<file path="config.mk">
export PLATFORM = sky130hd
export DESIGN_NAME = mmc_command_parser_top
export DESIGN_NICKNAME = d
export VERILOG_FILES = /design/src/rtl/mmcp_pkg.sv /design/src/rtl/mmcp_front.sv /design/src/rtl/mmcp_fifo.sv /design/src/rtl/mmcp_back.sv /design/src/rtl/mmcp_top.sv
export SDC_FILE = /design/constraint.sdc
export NUM_CORES = 1
export LEC_CHECK = 0
export BUFFER_PORTS_ARGS = -buffer_cell sky130_fd_sc_hd__buf_4
export CAP_MARGIN = 10
export CELL_PAD_IN_SITES_DETAIL_PLACEMENT = 1
export CELL_PAD_IN_SITES_GLOBAL_PLACEMENT = 1
export CORE_UTILIZATION = 55
export DETAILED_ROUTE_END_ITERATION = 8
export GPL_TIMING_DRIVEN = 0
export PLACE_DENSITY = 0.84
export REMOVE_ABC_BUFFERS = 1
export SLEW_MARGIN = 10
export SYNTH_ARGS = -nofsm -noshare
export SYNTH_HDL_FRONTEND = slang
export SYNTH_SLANG_ARGS = --single-unit
</file>
<file path="constraint.sdc">
create_clock -name clk -period 27.4 [get_ports clk]
set_clock_uncertainty 0.1 [all_clocks]
set_input_delay 2.74 -clock clk [delete_from_list [all_inputs] [get_ports clk]]
set_output_delay 2.74 -clock clk [all_outputs]
set_load 0.01 [all_outputs]
</file>
<file path="src/rtl/mmcp_pkg.sv">
// shared types and constants for the machine control command parser
package mmcp_pkg;

	localparam int IN_TDATA_W  = 8;
	localparam int OUT_TDATA_W = 72;
	localparam int OUT_TUSER_W = 5;
	localparam int QDEPTH      = 4;
	localparam int PTR_W       = 2;

	localparam logic [7:0] ALL_CALL           = 8'h7f;
	localparam logic [7:0] CMD_MASKED_WRITE   = 8'h41;
	localparam logic [7:0] CMD_LOCATE         = 8'h44;
	localparam logic [7:0] CMD_SHUTTLE        = 8'h47;
	localparam logic [7:0] TARGET_TRACK_READY = 8'h4f;

	localparam logic [4:0] EV_LOCATE    = 5'd13;
	localparam logic [4:0] EV_SHUTTLE   = 5'd14;
	localparam logic [4:0] EV_TRACK     = 5'd15;
	localparam logic [4:0] EV_UNIMPL    = 5'd16;
	localparam logic [4:0] EV_UNKNOWN   = 5'd17;
	localparam logic [4:0] EV_LOCATE_IF = 5'd18;
	localparam logic [4:0] EV_MW_TARGET = 5'd19;

	typedef enum logic [1:0] {
		HDR_HEADER,
		HDR_DEVICE,
		HDR_SUBID,
		HDR_BODY
	} hdr_pos_t;

	typedef enum logic [1:0] {
		JOB_EVENT,
		JOB_LOCATE,
		JOB_SHUTTLE,
		JOB_TRACKS
	} job_kind_t;

	typedef struct packed {
		job_kind_t       kind;
		logic [4:0]      code;
		logic [4:0][6:0] args;
		logic [6:0]      trk_vec;
		logic [6:0]      trk_data;
		logic [5:0]      trk_base;
	} job_t;

endpackage

</file>
<file path="src/rtl/mmcp_front.sv">
// front end: header check and command decode, one byte per cycle unless the job queue is full
module mmcp_front #(
	parameter int MAX_TRACKS = 64
) (
	input  logic               clk,
	input  logic               arst_n,
	input  logic               cfg_wr_en,
	input  logic [6:0]         cfg_wr_data,
	input  logic               in_valid,
	output logic               in_ready,
	input  logic [7:0]         in_byte,
	input  logic               in_start,
	input  logic               in_end,
	input  logic               q_full,
	output logic               q_push,
	output mmcp_pkg::job_t     q_job
);

	mmcp_pkg::hdr_pos_t hdr_q, n_hdr, hdr_sel;
	logic       acc_q, n_acc;
	logic [7:0] cmd_q, n_cmd;
	logic [7:0] left_q, n_left, left_d;
	logic [2:0] fidx_q, n_fidx, idx;
	logic [7:0] arg_q [5];
	logic [7:0] n_arg [5];
	logic [6:0] bn_q, n_bn;
	logic [6:0] mask_q, n_mask;
	logic [6:0] dev_q;
	logic       in_fire;
	logic [9:0] bn7;
	logic [11:0] base;
	logic [11:0] trk;
	logic [6:0] vec;

	function automatic logic is_unimpl(input logic [7:0] c);
		logic r;
		r = (c == 8'h40) || (c == 8'h42) || (c == 8'h43) || (c == 8'h45) || (c == 8'h46);
		r = r || ((c >= 8'h48) && (c <= 8'h55)) || (c == 8'h7c) || (c == 8'h7f);
		return r;
	endfunction

	assign in_ready = !q_full;
	assign in_fire  = in_valid && in_ready;

	always_ff @(posedge clk or negedge arst_n) begin
		if (!arst_n) begin
			dev_q <= 7'd1;
		end else if (cfg_wr_en) begin
			dev_q <= cfg_wr_data;
		end
	end

	always_ff @(posedge clk or negedge arst_n) begin
		if (!arst_n) begin
			hdr_q  <= mmcp_pkg::HDR_HEADER;
			acc_q  <= 1'b0;
			cmd_q  <= 8'd0;
			left_q <= 8'd0;
			fidx_q <= 3'd0;
			bn_q   <= 7'd0;
			mask_q <= 7'd0;
		end else begin
			hdr_q  <= n_hdr;
			acc_q  <= n_acc;
			cmd_q  <= n_cmd;
			left_q <= n_left;
			fidx_q <= n_fidx;
			bn_q   <= n_bn;
			mask_q <= n_mask;
		end
	end

	always_ff @(posedge clk) begin
		for (int i = 0; i < 5; i++) begin
			arg_q[i] <= n_arg[i];
		end
	end

	// track range from the bitmap byte number
	always_comb begin
		bn7  = {n_bn, 3'b000} - {3'b000, n_bn};
		base = {2'b00, bn7} - 12'd5;
		trk  = base;
		vec  = '0;
		for (int i = 0; i < 7; i++) begin
			trk    = base + 12'(i);
			vec[i] = n_mask[i] && !trk[11] && (trk < 12'(MAX_TRACKS));
		end
	end

	always_comb begin
		n_hdr  = hdr_q;
		n_acc  = acc_q;
		n_cmd  = cmd_q;
		n_left = left_q;
		n_fidx = fidx_q;
		n_bn   = bn_q;
		n_mask = mask_q;
		for (int i = 0; i < 5; i++) begin
			n_arg[i] = arg_q[i];
		end
		idx     = fidx_q;
		left_d  = left_q;
		q_push  = 1'b0;
		q_job   = '0;
		hdr_sel = in_start ? mmcp_pkg::HDR_HEADER : hdr_q;
		if (in_fire) begin
			if (in_start) begin
				n_acc  = 1'b0;
				n_left = 8'd0;
				n_fidx = 3'd0;
			end
			unique case (hdr_sel)
				mmcp_pkg::HDR_HEADER: begin
					n_hdr = mmcp_pkg::HDR_DEVICE;
				end
				mmcp_pkg::HDR_DEVICE: begin
					n_acc = (in_byte == mmcp_pkg::ALL_CALL) || (in_byte == {1'b0, dev_q});
					n_hdr = mmcp_pkg::HDR_SUBID;
				end
				mmcp_pkg::HDR_SUBID: begin
					n_hdr  = mmcp_pkg::HDR_BODY;
					n_left = 8'd0;
					n_fidx = 3'd0;
				end
				mmcp_pkg::HDR_BODY: begin
					if (acc_q && left_q == 8'd0) begin
						n_cmd  = in_byte;
						n_fidx = 3'd1;
						q_job.kind = mmcp_pkg::JOB_EVENT;
						priority if (in_byte >= 8'h01 && in_byte <= 8'h0d) begin
							q_push     = 1'b1;
							q_job.code = 5'(in_byte - 8'd1);
						end else if (in_byte == mmcp_pkg::CMD_MASKED_WRITE) begin
							n_left = 8'd1;
						end else if (in_byte == mmcp_pkg::CMD_LOCATE) begin
							n_left = 8'd3;
						end else if (in_byte == mmcp_pkg::CMD_SHUTTLE) begin
							n_left = 8'd4;
						end else if (is_unimpl(in_byte)) begin
							q_push     = 1'b1;
							q_job.code = mmcp_pkg::EV_UNIMPL;
						end else begin
							q_push     = 1'b1;
							q_job.code = mmcp_pkg::EV_UNKNOWN;
						end
					end else if (acc_q) begin
						left_d = left_q - 8'd1;
						n_fidx = (idx < 3'd7) ? idx + 3'd1 : 3'd7;
						priority if (cmd_q == mmcp_pkg::CMD_MASKED_WRITE) begin
							if (idx == 3'd1) begin
								left_d = (in_byte == 8'd0) ? 8'd1 : in_byte;
							end else if (idx == 3'd2) begin
								n_arg[0] = in_byte;
								if (in_byte == mmcp_pkg::TARGET_TRACK_READY && left_d < 8'd3) begin
									left_d = 8'd3;
								end
							end else if (idx == 3'd3) begin
								n_bn = in_byte[6:0];
							end else if (idx == 3'd4) begin
								n_mask = in_byte[6:0];
							end else if (idx == 3'd5) begin
								n_arg[1] = {1'b0, in_byte[6:0]};
							end
						end else if (cmd_q == mmcp_pkg::CMD_LOCATE) begin
							if (idx == 3'd2 && in_byte != 8'd0) begin
								left_d = left_d + 8'd4;
							end else if (idx >= 3'd3) begin
								n_arg[3'(idx - 3'd3)] = in_byte;
							end
						end else if (cmd_q == mmcp_pkg::CMD_SHUTTLE) begin
							if (idx >= 3'd2 && idx <= 3'd4) begin
								n_arg[3'(idx - 3'd2)] = in_byte;
							end
						end
						n_left = left_d;
						for (int i = 0; i < 5; i++) begin
							q_job.args[i] = n_arg[i][6:0];
						end
						if (left_d == 8'd0) begin
							priority if (cmd_q == mmcp_pkg::CMD_MASKED_WRITE) begin
								if (n_arg[0] == mmcp_pkg::TARGET_TRACK_READY) begin
									q_push         = vec != 7'd0;
									q_job.kind     = mmcp_pkg::JOB_TRACKS;
									q_job.code     = mmcp_pkg::EV_TRACK;
									q_job.trk_vec  = vec;
									q_job.trk_data = n_arg[1][6:0];
									q_job.trk_base = base[5:0];
								end else begin
									q_push     = 1'b1;
									q_job.kind = mmcp_pkg::JOB_EVENT;
									q_job.code = mmcp_pkg::EV_MW_TARGET;
								end
							end else if (cmd_q == mmcp_pkg::CMD_LOCATE) begin
								q_push = 1'b1;
								if (n_fidx >= 3'd7) begin
									q_job.kind = mmcp_pkg::JOB_LOCATE;
									q_job.code = mmcp_pkg::EV_LOCATE;
								end else begin
									q_job.kind = mmcp_pkg::JOB_EVENT;
									q_job.code = mmcp_pkg::EV_LOCATE_IF;
								end
							end else if (cmd_q == mmcp_pkg::CMD_SHUTTLE) begin
								q_push     = 1'b1;
								q_job.kind = mmcp_pkg::JOB_SHUTTLE;
								q_job.code = mmcp_pkg::EV_SHUTTLE;
							end
						end
					end
				end
			endcase
			if (in_end) begin
				n_hdr  = mmcp_pkg::HDR_BODY;
				n_acc  = 1'b0;
				n_left = 8'd0;
				n_fidx = 3'd0;
			end
		end
	end

endmodule

</file>
<file path="src/rtl/mmcp_fifo.sv">
// short job queue between decode and event output
module mmcp_fifo (
	input  logic           clk,
	input  logic           arst_n,
	input  logic           push,
	input  mmcp_pkg::job_t push_job,
	output logic           full,
	input  logic           pop,
	output mmcp_pkg::job_t head,
	output logic           empty
);

	mmcp_pkg::job_t mem_q [mmcp_pkg::QDEPTH];
	logic [mmcp_pkg::PTR_W-1:0] wr_ptr_q, rd_ptr_q;
	logic [mmcp_pkg::PTR_W:0]   cnt_q;

	assign full  = cnt_q == (mmcp_pkg::PTR_W + 1)'(mmcp_pkg::QDEPTH);
	assign empty = cnt_q == '0;
	assign head  = mem_q[rd_ptr_q];

	always_ff @(posedge clk) begin
		if (push) begin
			mem_q[wr_ptr_q] <= push_job;
		end
	end

	always_ff @(posedge clk or negedge arst_n) begin
		if (!arst_n) begin
			wr_ptr_q <= '0;
			rd_ptr_q <= '0;
			cnt_q    <= '0;
		end else begin
			if (push) begin
				wr_ptr_q <= wr_ptr_q + 1'b1;
			end
			if (pop) begin
				rd_ptr_q <= rd_ptr_q + 1'b1;
			end
			unique case ({push, pop})
				2'b10:   cnt_q <= cnt_q + 1'b1;
				2'b01:   cnt_q <= cnt_q - 1'b1;
				default: cnt_q <= cnt_q;
			endcase
		end
	end

endmodule

</file>
<file path="src/rtl/mmcp_back.sv">
// back end: turns queued jobs into events, one per cycle unless m_axis stalls
module mmcp_back (
	input  logic                                 clk,
	input  logic                                 arst_n,
	input  mmcp_pkg::job_t                       head,
	input  logic                                 empty,
	output logic                                 pop,
	output logic                                 m_tvalid,
	input  logic                                 m_tready,
	output logic [mmcp_pkg::OUT_TDATA_W-1:0]     m_tdata,
	output logic [mmcp_pkg::OUT_TUSER_W-1:0]     m_tuser,
	output logic                                 m_tlast
);

	logic       busy_q;
	logic [6:0] pend_q;
	logic [6:0] cur_vec, rest;
	logic [2:0] sel;
	logic       last, fire;
	logic [16:0] raw;
	logic [23:0] speed;
	logic [mmcp_pkg::OUT_TDATA_W-1:0] ev_data;
	logic       m_valid_q, m_last_q;
	logic [mmcp_pkg::OUT_TDATA_W-1:0] m_data_q;
	logic [mmcp_pkg::OUT_TUSER_W-1:0] m_user_q;

	assign cur_vec = busy_q ? pend_q : head.trk_vec;
	assign rest    = cur_vec & (cur_vec - 7'd1);
	assign last    = (head.kind != mmcp_pkg::JOB_TRACKS) || (rest == 7'd0);
	assign fire    = !empty && (!m_valid_q || m_tready);
	assign pop     = fire && last;

	always_comb begin
		sel = 3'd0;
		for (int i = 6; i >= 0; i--) begin
			if (cur_vec[i]) begin
				sel = 3'(i);
			end
		end
	end

	assign raw   = {head.args[0][2:0], head.args[1], head.args[2]};
	assign speed = 24'({7'd0, raw} << head.args[0][5:3]);

	// tdata: fwd, speed, track, ready, hours, minutes, seconds, frames, subframes
	always_comb begin
		ev_data = '0;
		unique case (head.kind)
			mmcp_pkg::JOB_EVENT: begin
				ev_data = '0;
			end
			mmcp_pkg::JOB_LOCATE: begin
				ev_data[38:32] = head.args[0];
				ev_data[45:39] = head.args[1];
				ev_data[52:46] = head.args[2];
				ev_data[59:53] = head.args[3];
				ev_data[66:60] = head.args[4];
			end
			mmcp_pkg::JOB_SHUTTLE: begin
				ev_data[0]    = !head.args[0][6];
				ev_data[24:1] = speed;
			end
			mmcp_pkg::JOB_TRACKS: begin
				ev_data[30:25] = head.trk_base + 6'(sel);
				ev_data[31]    = head.trk_data[sel];
			end
		endcase
	end

	always_ff @(posedge clk or negedge arst_n) begin
		if (!arst_n) begin
			m_valid_q <= 1'b0;
			busy_q    <= 1'b0;
		end else begin
			if (fire) begin
				m_valid_q <= 1'b1;
				busy_q    <= !last;
			end else if (m_tready) begin
				m_valid_q <= 1'b0;
			end
		end
	end

	always_ff @(posedge clk) begin
		if (fire) begin
			m_data_q <= ev_data;
			m_user_q <= head.code;
			m_last_q <= last;
			pend_q   <= rest;
		end
	end

	assign m_tvalid = m_valid_q;
	assign m_tdata  = m_data_q;
	assign m_tuser  = m_user_q;
	assign m_tlast  = m_last_q;

endmodule

</file>
<file path="src/rtl/mmcp_top.sv">
// top level of the machine control command parser
//
//  channel   | dir | request                          | sideband
//  s_axis    | in  | one message byte                 | tuser start, tlast end
//  m_axis    | out | one event                        | tuser code, tlast last of byte
//  cfg_wr    | in  | own device id                    | no read-back
//
// one byte per cycle at the input; a byte that completes a command reaches
// m_axis through the job queue and the output register; a track bitmap write gives
// up to seven events, one per cycle from the back end unless m_axis stalls
// the input stalls only while the four-entry job queue is full
// reset clears the parser, the queue and the output register; device id resets to 1
module mmc_command_parser_top #(
	parameter int MAX_TRACKS = 64
) (
	input  logic                                 clk,
	input  logic                                 arst_n,
	input  logic                                 cfg_wr_en,
	input  logic [6:0]                           cfg_wr_data,
	input  logic                                 s_axis_tvalid,
	output logic                                 s_axis_tready,
	input  logic [mmcp_pkg::IN_TDATA_W-1:0]      s_axis_tdata,  // data_byte
	input  logic [0:0]                           s_axis_tuser,  // start_of_message
	input  logic                                 s_axis_tlast,
	output logic                                 m_axis_tvalid,
	input  logic                                 m_axis_tready,
	// shuttle_forward, shuttle_speed_q14, track_number, track_ready, locate_hours,
	// locate_minutes, locate_seconds, locate_frames, locate_subframes, zero pad
	output logic [mmcp_pkg::OUT_TDATA_W-1:0]     m_axis_tdata,
	output logic [mmcp_pkg::OUT_TUSER_W-1:0]     m_axis_tuser,  // event_code
	output logic                                 m_axis_tlast
);

	logic           q_push, q_full, q_pop, q_empty;
	mmcp_pkg::job_t q_job, q_head;

	mmcp_front #(
		.MAX_TRACKS (MAX_TRACKS)
	) u_front (
		.clk         (clk),
		.arst_n      (arst_n),
		.cfg_wr_en   (cfg_wr_en),
		.cfg_wr_data (cfg_wr_data),
		.in_valid    (s_axis_tvalid),
		.in_ready    (s_axis_tready),
		.in_byte     (s_axis_tdata),
		.in_start    (s_axis_tuser[0]),
		.in_end      (s_axis_tlast),
		.q_full      (q_full),
		.q_push      (q_push),
		.q_job       (q_job)
	);

	mmcp_fifo u_fifo (
		.clk      (clk),
		.arst_n   (arst_n),
		.push     (q_push),
		.push_job (q_job),
		.full     (q_full),
		.pop      (q_pop),
		.head     (q_head),
		.empty    (q_empty)
	);

	mmcp_back u_back (
		.clk      (clk),
		.arst_n   (arst_n),
		.head     (q_head),
		.empty    (q_empty),
		.pop      (q_pop),
		.m_tvalid (m_axis_tvalid),
		.m_tready (m_axis_tready),
		.m_tdata  (m_axis_tdata),
		.m_tuser  (m_axis_tuser),
		.m_tlast  (m_axis_tlast)
	);

	a_no_overflow: assert property (@(posedge clk) disable iff (!arst_n)
		q_push |-> !q_full)
		else $error("job queue overflow");

	a_no_pop_empty: assert property (@(posedge clk) disable iff (!arst_n)
		q_pop |-> !q_empty)
		else $error("pop from empty job queue");

	a_single_last: assert property (@(posedge clk) disable iff (!arst_n)
		(m_axis_tvalid && m_axis_tuser != mmcp_pkg::EV_TRACK) |-> m_axis_tlast)
		else $error("non-track event without last flag");

	a_track_fields: assert property (@(posedge clk) disable iff (!arst_n)
		(m_axis_tvalid && m_axis_tuser == mmcp_pkg::EV_TRACK) |-> m_axis_tdata[24:0] == '0)
		else $error("track event carries shuttle fields");

endmodule

</file>
* After elaboration in Yosys (flattened, before gate mapping)
Memory sizes are Yosys's and may differ from the RTL's. Cells that the tools add are included.
Word-level totals: memories 2, ROM bits 0, register bits after elaboration 132, RAM bits 288, latch bits 0
Memory list:
- u_fifo.mem_q | depth 4, bits a word 62, read ports 1, clocked after Yosys merged registers in 0, write ports 1, RTL line mmcp_fifo.sv:13 | mmcp_pkg::job_t mem_q [mmcp_pkg::QDEPTH];
- u_front.arg_q | depth 5, bits a word 8, read ports 5, clocked after Yosys merged registers in 0, write ports 5, RTL line mmcp_front.sv:24 | logic [7:0] arg_q [5];
Operators by class: equal/unequal tests 31, add/sub/neg operators 20, div/mod/pow operators 0, magnitude comparators 22, bitwise operators 3, multipliers 0, muxes and demuxes 123, reductions and logical operators 62, shift-type cells 1
Operators with widths (number):
- two-way mux 40 bit | 9
- two-way mux 8 bit | 26
- two-way mux 62 bit | 3
- two-way mux 7 bit | 24
- equality test 8 x 7 -> 1 bit, second input constant | 15
- two-way mux 16 bit | 6
- less-than comparator 12 x 7 -> 1 bit, second input constant | 7
- bitwise mux 40 bit | 2
- two-way mux 20 bit | 3
- two-way mux 55 bit | 1
- demux 8 bit (select 3 bit) | 2
- adder 12 x 3 -> 12 bit, second input constant | 3
- two-way mux 3 bit | 12
- logical AND 1 bit | 25
- adder 12 x 2 -> 12 bit, second input constant | 2
- zero test 8 bit | 3
- two-way mux 24 bit | 1
- left shift 17 x 3 -> 24 bit | 1
- two-way mux 1 bit | 22
- two-way mux 5 bit | 4
- one-hot mux 8 bit (2 select lines) | 1
- adder 12 x 1 -> 12 bit, second input constant | 1
- zero test 1 bit | 12
- one-hot mux 3 bit (2 select lines) | 2
- 47 further kinds | 75

* Depth between registers and ports, before layout
Gate-level depths: netlist of the first run.
depth after elaboration 25, depth in mapped cells 35

* Modules after synthesis
A second synthesis of the first run with hierarchy kept.
Unflattened totals: cell total of the unflattened synthesis 1495, area total of the unflattened synthesis 20360.8 sq um
Modules (own cells, without submodules):
- mmcp_fifo | instances 1, cells an instance 361, area each 9419.0 sq um
- mmcp_front | instances 1, cells an instance 843, area each 7084.3 sq um
- mmcp_back | instances 1, cells an instance 291, area each 3857.4 sq um

* Least setup slack after synthesis of the first run
OpenSTA, ideal clock, no wires.
path type input port to flip-flop, start input port s_axis_tuser, end memory u_fifo.mem_q[0][0] (netlist name) (enable), setup time 490 ps, arrival 10934 ps, buffers on the path 6, stages 27, path slack 15877 ps, data required time 26810 ps, path through inv_1 -> nand2_1 -> inv_1 -> ha_1 -> clkbuf_1 -> nand4_1 -> or4_1 -> buf_4 -> buf_6 -> buf_2 -> a21o_1 -> ha_1 -> clkbuf_1 -> and2_1 -> clkbuf_1 -> o21ai_0 -> a31o_2 -> xor2_1 -> a21oi_1 -> xnor2_2 -> nand4b_1 -> a2111oi_2 -> mux2i_1 -> o211ai_2 -> nand4_2 -> a22oi_4 -> nor2b_1
On the way: word-level cells in the longest chain between the ends 20, elaborated cells on any way between the ends 52
Ends and longest elaborated chain:
- start: declaration | RTL line mmcp_top.sv:23 | input logic [0:0] s_axis_tuser,
- two-way mux 2 bit * | RTL line mmcp_front.sv:106 | hdr_sel = in_start ? mmcp_pkg::HDR_HEADER : hdr_q;
- equality test 2 bit * | RTL line mmcp_front.sv:113 | unique case (hdr_sel)
- two-way mux 7 bit * | RTL line mmcp_front.sv:113
- two-way mux 7 bit * | RTL line mmcp_front.sv:107 | if (in_fire) begin
- named net u_front.n_bn[1] | RTL line mmcp_front.sv:26 | logic [6:0] bn_q, n_bn;
- subtractor 10 x 7 -> 10 bit * | RTL line mmcp_front.sv:81 | bn7 = {n_bn, 3'b000} - {3'b000, n_bn};
- subtractor 10 x 3 -> 11 bit * | RTL line mmcp_front.sv:82 | base = {2'b00, bn7} - 12'd5;
- branches (longest 4 deep; another with adder 12 x 1 -> 12 bit)
- (+2 left out)
- two-way mux 1 bit * | RTL line mmcp_front.sv:181 | priority if (cmd_q == mmcp_pkg::CMD_MASKED_WRITE) begin
- two-way mux 1 bit * | RTL line mmcp_front.sv:180 | if (left_d == 8'd0) begin
- two-way mux 1 bit * | RTL line mmcp_front.sv:147 | end else if (acc_q) begin
- two-way mux 1 bit * | RTL line mmcp_front.sv:127 | if (acc_q && left_q == 8'd0) begin
- two-way mux 1 bit * | RTL line mmcp_front.sv:113
- two-way mux 1 bit * | RTL line mmcp_front.sv:107
- two-way mux 1 bit * | RTL line mmcp_fifo.sv:22 | if (push) begin
- two-way mux 1 bit (implied by the code) * | RTL line mmcp_fifo.sv:23 | mem_q[wr_ptr_q] <= push_job;
- end: declaration | RTL line mmcp_fifo.sv:13
Mark *: on every way through the listed nets, which the timed path passes.

* Worst setup path in the final report of the first run
start input port s_axis_tuser, end memory u_fifo.mem_q[0][58] (netlist name) (enable)
Same word-level chain as after synthesis.

==> flow_metrics.env, run 1 <==
export IMPL_outcome="finished clean"
export IMPL_final_cell_area_sq_um=22600
export IMPL_p_leak_uw=0.00833
export IMPL_timing_fmax_mhz=91.2
export IMPL_r2r_start="u_front.hdr_q[1]"
export IMPL_synth_area_sq_um=19900
export IMPL_startpoint="s_axis_tuser"
export IMPL_drt_wl_total_um=54700
export IMPL_drt_pass1_iter_count=5
export IMPL_yosysTopAreaCell="edfxtp_1"
export IMPL_slew_headroom_pct=32.2
export IMPL_synth_cells=1471
export IMPL_hold_buffers=0
export IMPL_hold_path_class="register to register"
export IMPL_clock_sinks=415
export IMPL_grt_setup_unrepaired="false"
export IMPL_worst_path_max_fanout=22
export IMPL_htreeDepth=2
export IMPL_tns_ns=0
export IMPL_numCtsBuffers=43
export IMPL_drv_slew=0
export IMPL_worst_r2r_cell_count=22
export IMPL_cap_violations=0
export IMPL_die_w_um=192
export IMPL_drt_wirelength_per_cell_um=26.8
export IMPL_yosysWarnings=0
export IMPL_cts_buffer_depth=3
export IMPL_ctsResizeCount=0
export IMPL_layout_commonest_cell="edfxtp_1"
export IMPL_r2r_setup_slack_ns=18.38
export IMPL_start_util_pct=55.9
export IMPL_grt_util_all_layers_pct=30.5
export IMPL_synth_edf_count=363
export IMPL_whs_endpoint="u_fifo.cnt_q[2]"
export IMPL_cts_root_buf="clkbuf_16"
export IMPL_post_synth_num_cell_types=97
export IMPL_crit_path_end_kind="register"
export IMPL_rr_endpoint="u_fifo.mem_q[0][58]"
export IMPL_async_reset_ff_share_pct=12.5
export IMPL_die_h_um=192
export IMPL_clk_latency_ns=0.59
export IMPL_io_pins=102
export IMPL_ant_nets=0
export IMPL_ys_flop_type="edfxtp_1"
export IMPL_finalHoldViolCount=0
export IMPL_setup_violations=0
export IMPL_crit_arrival_ns=11.14
export IMPL_drc=0
export IMPL_vias=13200
export IMPL_die_area_sq_um=36900
export IMPL_cts_setup_buffers=0
export IMPL_min_period_over_period_pct=40.0
export IMPL_clkTransAtPathRegs_ns=0.06
export IMPL_cp_start_kind="primary input"
export IMPL_worst_pin_slew_ns=1.01
export IMPL_cp_required_ns=27.57
export IMPL_worstSetupPathType="primary input to register"
export IMPL_seq_area_frac_synth_pct=61.4
export IMPL_ys_top_cells_by_area="edfxtp_1, mux4_2, dfrtp_1"
export IMPL_dpl_cell_area_sq_um=21200
export IMPL_grt_max_degree=53
export IMPL_yosys_area_top_type_share_pct=54.8
export IMPL_syn_avg_cell_area_sq_um=13.5
export IMPL_rows=69
export IMPL_drtIter0Drc=1109
export IMPL_layout_cells_most_common_list="edfxtp_1, nand2_1, nor2_1"
export IMPL_power_density_nw_per_um2=88.6
export IMPL_timing_final_crit_period_ns=10.97
export IMPL_via_per_inst=6.47
export IMPL_core_area_sq_um=35600
export IMPL_tritoncts="built"
export IMPL_routabilityCongestion=0.876
export IMPL_antenna_found_initial=1
export IMPL_grt_overflow=0
export IMPL_dp_hpwl_um=35500
export IMPL_io_buffers=96
export IMPL_nets=1597
export IMPL_ys_ff_latch=415
export IMPL_peakVddDrop_mv=0.0642
export IMPL_n_fill_cell=3418
export IMPL_grt_first_pass_wirelength_um=83500
export IMPL_grt_pass1_vias=14000
export IMPL_area_growth_synth_to_final_pct=13.7
export IMPL_hold_path_cell_count=1
export IMPL_layout_drive_gt1_share_pct=20.4
export IMPL_hold_start="u_fifo.cnt_q[2]"
export IMPL_fin_util_pct=63.5
-- worst max path at each step --
| stage | end | slack [ns] | depth (start not counted) |
|---|---|---|---|
| global route | u_fifo.mem_q[0][59] | 16.09 | 24 |
| finish | u_fifo.mem_q[0][58] | 16.43 | 24 |
| CTS | u_fifo.mem_q[0][58] | 16.52 | 24 |
| floorplan | u_fifo.mem_q[0][0] | 16.09 | 21 |
| global placement | u_fifo.mem_q[0][57] | 12.22 | 23 |
| detailed placement | u_fifo.mem_q[1][57] | 16.00 | 25 |
-- area by class of cell --
class / count / area (sq um) / share of cell area [%]
clock buffers: 52 / 1140 / 5.05
clock inverters: 24 / 218 / 0.963
flip-flops and latches: 415 / 12200 / 54.0
repair buffers: 111 / 1070 / 4.72
inverters: 53 / 199 / 0.880
diodes: 1 / 2.50 / 0.0111
multi-input cells: 921 / 7180 / 31.8
well taps: 461 / 577 / 2.55
-- Yosys cell counts, types with 5 or more instances --
cell and number:
nand3_1 21, a21oi_1 52, nand2_1 120, dfrtp_1 51, buf_2 5, a32o_1 5
xor2_1 24, clkbuf_1 66, mux2i_1 42, and2_1 72, ha_1 28, a31oi_1 13
edfxtp_1 363, nor2b_1 18, o22ai_1 13, a21o_1 7, nor4_1 9, mux2_2 39
o21ai_0 59, mux4_2 62, buf_4 7, or3_1 6, inv_1 49, o211ai_1 11
and3_1 11, nand4_1 11, a211oi_1 10, nor3_1 33, xnor2_1 18, buf_1 7
nand2b_1 15, nor2_1 98, o21a_1 6
-- state kept, by name, summed over array words and instances (netlist names), 2 cells and up --
signal and count:
u_back.m_tuser 5, u_front.bn_q 7, u_front.dev_q 7, u_front.mask_q 7, u_back.pend_q 6, u_front.left_q 8, u_fifo.wr_ptr_q 2, u_front.fidx_q 3
u_fifo.mem_q 248, u_front.cmd_q 8, u_fifo.rd_ptr_q 2, u_back.m_tdata 67, u_front.hdr_q 2, u_fifo.cnt_q 3, u_front.arg_q 36
-- where the power goes --
| group | internal [uW] | switching [uW] | total (uW) |
|---|---|---|---|
| clock network | 326 | 251 | 578 |
| logic | 256 | 339 | 595 |
| registers | 769 | 61.1 | 830 |
| total | 1350 | 651 | 2000 |
-- layer usage --
| layer | GRT usage [%] | up-vias | share of wire [%] |
|---|---|---|---|
| met3 | 4.66 | 162 | 6.0 |
| met4 | 13.7 | 0 | 3.9 |
| met1 | 37.7 | 6758 | 39 |
| met2 | 53.1 | 564 | 51 |
| li1 | - | 5701 | - |
| met5 | 0 | - | 0 |
-- cells by family (layout without fill, tap and decap cells) --
logic type               count (synthesis)  in the layout  share of synthesized area [%]
buffers and inverters                  139            240                           2.83
adder cells (fa/ha/maj)                 32             32                           2.06
flip-flops                             415            415                           61.4
other                                    1              6                         0.0189
XOR/XNOR                                43             43                           1.93
AO/OA/AOI/OAI                          235            235                           7.84
AND/OR/NAND/NOR                        455            455                           11.8
multiplexers                           151            151                           12.1
-- per-stage QoR --
stage / hold slack (ns) / power, uW / cells / worst slack (ns)
2_1_floorplan: 0.338 / 1190 / 1389 / 16.09
3_3_place_gp: 0.356 / 1390 / 1946 / 12.22
3_5_place_dp: 0.388 / 1420 / 1961 / 16.00
4_1_cts: 0.398 / 2010 / 2037 / 16.52
5_1_grt: 0.405 / 2080 / 2038 / 16.09
6_report: 0.397 / 2000 / 2038 / 16.43
-- worst max-delay path, cell delays in order --
cell and delay [ns]:
buf_4 0.14, inv_1 0.16, nand2_1 0.17, inv_1 0.15, ha_1 0.34, nand4_1 0.40, or4_2 1.16, a21o_1 0.44
inv_1 0.17, ha_1 0.59, nor2b_1 0.45, o21ai_0 0.15, a311oi_1 0.33, nor3_1 0.13, a21oi_1 0.58, nand3b_1 0.33
nor4_1 0.59, nor2_1 0.15, mux2i_1 0.29, a31oi_1 0.15, nand4_2 0.18, a22oi_4 0.15, nor2b_4 0.83, buf_12 0.29
Note: power is estimated with default switching activity, not from simulation.
==> run 2, diff against run 1 <==
--- a/config.mk
+++ b/config.mk
@@ -5,14 +5,15 @@
 export SDC_FILE = /design/constraint.sdc
 export NUM_CORES = 1
 export LEC_CHECK = 0
+export ABC_AREA = 1
 export BUFFER_PORTS_ARGS = -buffer_cell sky130_fd_sc_hd__buf_4
 export CAP_MARGIN = 10
 export CELL_PAD_IN_SITES_DETAIL_PLACEMENT = 1
 export CELL_PAD_IN_SITES_GLOBAL_PLACEMENT = 1
-export CORE_UTILIZATION = 55
+export CORE_UTILIZATION = 48
 export DETAILED_ROUTE_END_ITERATION = 8
 export GPL_TIMING_DRIVEN = 0
-export PLACE_DENSITY = 0.84
+export PLACE_DENSITY = 0.79
 export REMOVE_ABC_BUFFERS = 1
 export SLEW_MARGIN = 10
 export SYNTH_ARGS = -nofsm -noshare
==> constraint.sdc (replaced) <==
create_clock -name clk -period 10.6 [get_ports clk]
set_clock_uncertainty 0.1 [all_clocks]
set_input_delay 1.06 -clock clk [delete_from_list [all_inputs] [get_ports clk]]
set_output_delay 1.06 -clock clk [all_outputs]
set_load 0.01 [all_outputs]
==> run 2 against run 1 <==
- critical path depth rose by 8
- core utilization is 7.8 points lower
- non-clock buffer count increased by 8
- combinational power rose to 3.2 times the previous value
- synthesized cell count rose by 47%
- count of clock-buffer cells in the layout is 7 higher
- register-to-register slack got worse by 15 ns
- synthesized area grew 3.5%
- clock power rose to 2.6 times the previous value
- largest power group unchanged
==> flow_metrics.env, run 2 <==
export IMPL_instances_no_fill=2806
export IMPL_io_buffers=96
export IMPL_regArea_sq_um=12200
export IMPL_yosys_area_top_type_share_pct=53.0
export IMPL_worstSetupPathType="primary input to register"
export IMPL_hold_path_class="register to register"
export IMPL_htreeDepth=2
export IMPL_yosysTopAreaCell="edfxtp_1"
export IMPL_critPathSlowestCell="nor2_8"
export IMPL_synth_most_common_cell="nand2_1"
export IMPL_clk_latency_ns=0.58
export IMPL_dp_hpwl_um=41000
export IMPL_min_period_over_period_pct=67.0
export IMPL_met2_length_um=30300
export IMPL_multi_input_area_sq_um=7100
export IMPL_timing_final_crit_period_ns=7.11
export IMPL_die_area_sq_um=43700
export IMPL_layout_cells_most_common_list="nand2_1, edfxtp_1, nor2_1"
export IMPL_crit_path_end_kind="register"
export IMPL_peakVddDrop_mv=0.140
export IMPL_finalHoldViolCount=0
export IMPL_cts_buffer_depth=3
export IMPL_grt_max_degree=86
export IMPL_cts_setup_buffers=0
export IMPL_grt_overflow=0
export IMPL_layout_drive_gt1_share_pct=11.6
export IMPL_cap_violations=0
export IMPL_numCtsBuffers=44
export IMPL_hold_buffers=0
export IMPL_regMostFlops="u_fifo.mem_q"
export IMPL_grt_first_pass_wirelength_um=96000
export IMPL_clock_sinks=415
export IMPL_outcome="finished clean"
export IMPL_cp_required_ns=10.78
export IMPL_synth_cells=2162
export IMPL_drtIter0Drc=1077
export IMPL_dr_wl_met3_um=2990
export IMPL_top_layer="met4"
export IMPL_grt_util_all_layers_pct=28.1
export IMPL_crit_arrival_ns=7.28
export IMPL_ys_flop_type="edfxtp_1"
export IMPL_antenna_found_initial=0
export IMPL_largest_reg_flops=248
export IMPL_via_per_inst=5.83
export IMPL_clkTransAtPathRegs_ns=0.06
export IMPL_die_w_um=209
export IMPL_worst_pin_slew_ns=1.16
export IMPL_post_synth_num_cell_types=59
export IMPL_wl_met1_um=25500
export IMPL_drt_wirelength_per_cell_um=21.5
export IMPL_num_antenna_cells=0
export IMPL_cts_root_buf="clkbuf_16"
export IMPL_critPathMostFrequentCell="nand2_1"
export IMPL_layout_setup_ws_ns=3.49
export IMPL_async_reset_ff_share_pct=12.5
export IMPL_synthTopCellsByCount="nand2_1, edfxtp_1, nor2_1"
export IMPL_io_pins=102
export IMPL_setup_violations=0
export IMPL_layout_commonest_cell="nand2_1"
export IMPL_synth_area_sq_um=20600
export IMPL_routabilityCongestion=0.898
export IMPL_die_h_um=209
export IMPL_syn_avg_cell_area_sq_um=9.51
export IMPL_start_util_pct=48.8
export IMPL_rows=75
export IMPL_drv_slew=0
export IMPL_vias=16400
export IMPL_tritoncts="built"
export IMPL_yosysWarnings=0
export IMPL_n_fill_cell=4710
export IMPL_drc=0
export IMPL_seq_area_frac_synth_pct=59.3
export IMPL_nets=2284
export IMPL_cp_start_kind="primary input"
export IMPL_ant_nets=0
export IMPL_grt_pass1_vias=17400
export IMPL_ys_ff_latch=415
export IMPL_slowest_delay_ns=0.67
export IMPL_p_leak_uw=0.00959
export IMPL_power_density_nw_per_um2=236
export IMPL_dp_slack_ns=2.85
export IMPL_fin_util_pct=55.7
export IMPL_grt_setup_unrepaired="false"
export IMPL_slew_headroom_pct=22.4
export IMPL_area_growth_synth_to_final_pct=14.2
export IMPL_timing_fmax_mhz=141
export IMPL_core_area_sq_um=42100
export IMPL_drt_wl_total_um=60400
export IMPL_ctsResizeCount=0
export IMPL_drt_pass1_iter_count=5
export IMPL_place_inst=2724
export IMPL_synth_edf_count=363
export IMPL_ys_top_cells_by_area="edfxtp_1, nand2_1, dfrtp_1"
export IMPL_worst_path_max_fanout=44
==> run 2: changes by cell type in the layout (fill, tap and decap cells not counted), moves of 67 or more <==
cell     before  now
o21ai_0      59  237
nor2_1       98  288
nand3_1      21   88
nand2_1     120  400
inv_1        48  224
and2_1       72    0
==> run 2: kinds of logic after synthesis <==
group	share of synthesized area, %
adder cells (fa/ha/maj)	1.90
AND/OR/NAND/NOR	18.1
flip-flops	59.3
buffers and inverters	6.53
AO/OA/AOI/OAI	13.2
multiplexers	0.316
other	0.0182
XOR/XNOR	0.639
==> run 2: power by group <==
part / switching (uW) / total, uW / internal, uW / leakage, uW
sequential: 124 / 2140 / 2020 / 0.00422
combinational: 1280 / 1930 / 650 / 0.00471
clock: 653 / 1480 / 827 / 0.000663
total: 2050 / 5550 / 3500 / 0.00959
==> run 2: critical path, delay by kind of cell <==
| family | cells | cell delay, ns |
|---|---|---|
| fa+ha+maj | 2 | 0.78 |
| buf+inv | 4 | 0.72 |
| simple gates | 26 | 4.66 |
==> run 2: layout make-up <==
type | count | share of cell area, %
inverters | 253 | 4.07
clock inverters | 22 | 0.767
well taps | 539 | 2.87
clock buffers | 59 | 4.97
multi-input cells | 1399 | 30.2
repair buffers | 119 | 5.09
flip-flops and latches | 415 | 52.0
==> run 2: worst paths after layout <==
path                              startpoint             endpoint  slack [ns]  depth (start not counted)
setup reg to reg            u_front.hdr_q[1]  u_fifo.mem_q[2][42]        3.54                         32
max in group asynchronous             arst_n   u_fifo.rd_ptr_q[0]        9.40                          1
setup / recovery                s_axis_tuser  u_fifo.mem_q[2][42]        3.49                         32
hold reg to reg            u_front.mask_q[1]    u_front.mask_q[1]        0.40                          2
hold / removal             u_front.mask_q[1]    u_front.mask_q[1]        0.40                          2
min in group asynchronous             arst_n      u_front.bn_q[4]        0.45                          1
==> run 2: per-stage QoR <==
step | cell area (sq um) | hold WS [ns] | power (uW) | TNS, ns
finish | 23500 | 0.401 | 5550 | 0
global route | 23500 | 0.430 | 5830 | 0
CTS | 23500 | 0.405 | 5570 | 0
detailed placement | 22100 | 0.390 | 4080 | 0
global placement | 21600 | 0.364 | 3930 | -291.24
floorplan | 20200 | 0.350 | 3260 | 0
==> run 2: layer usage <==
| metal | GRT usage, % | vias to the layer above |
|---|---|---|
| met2 | 49.3 | 462 |
| met4 | 9.03 | 0 |
| met1 | 35.9 | 8213 |
| met5 | 0 | - |
| met3 | 3.98 | 112 |
| li1 | - | 7581 |
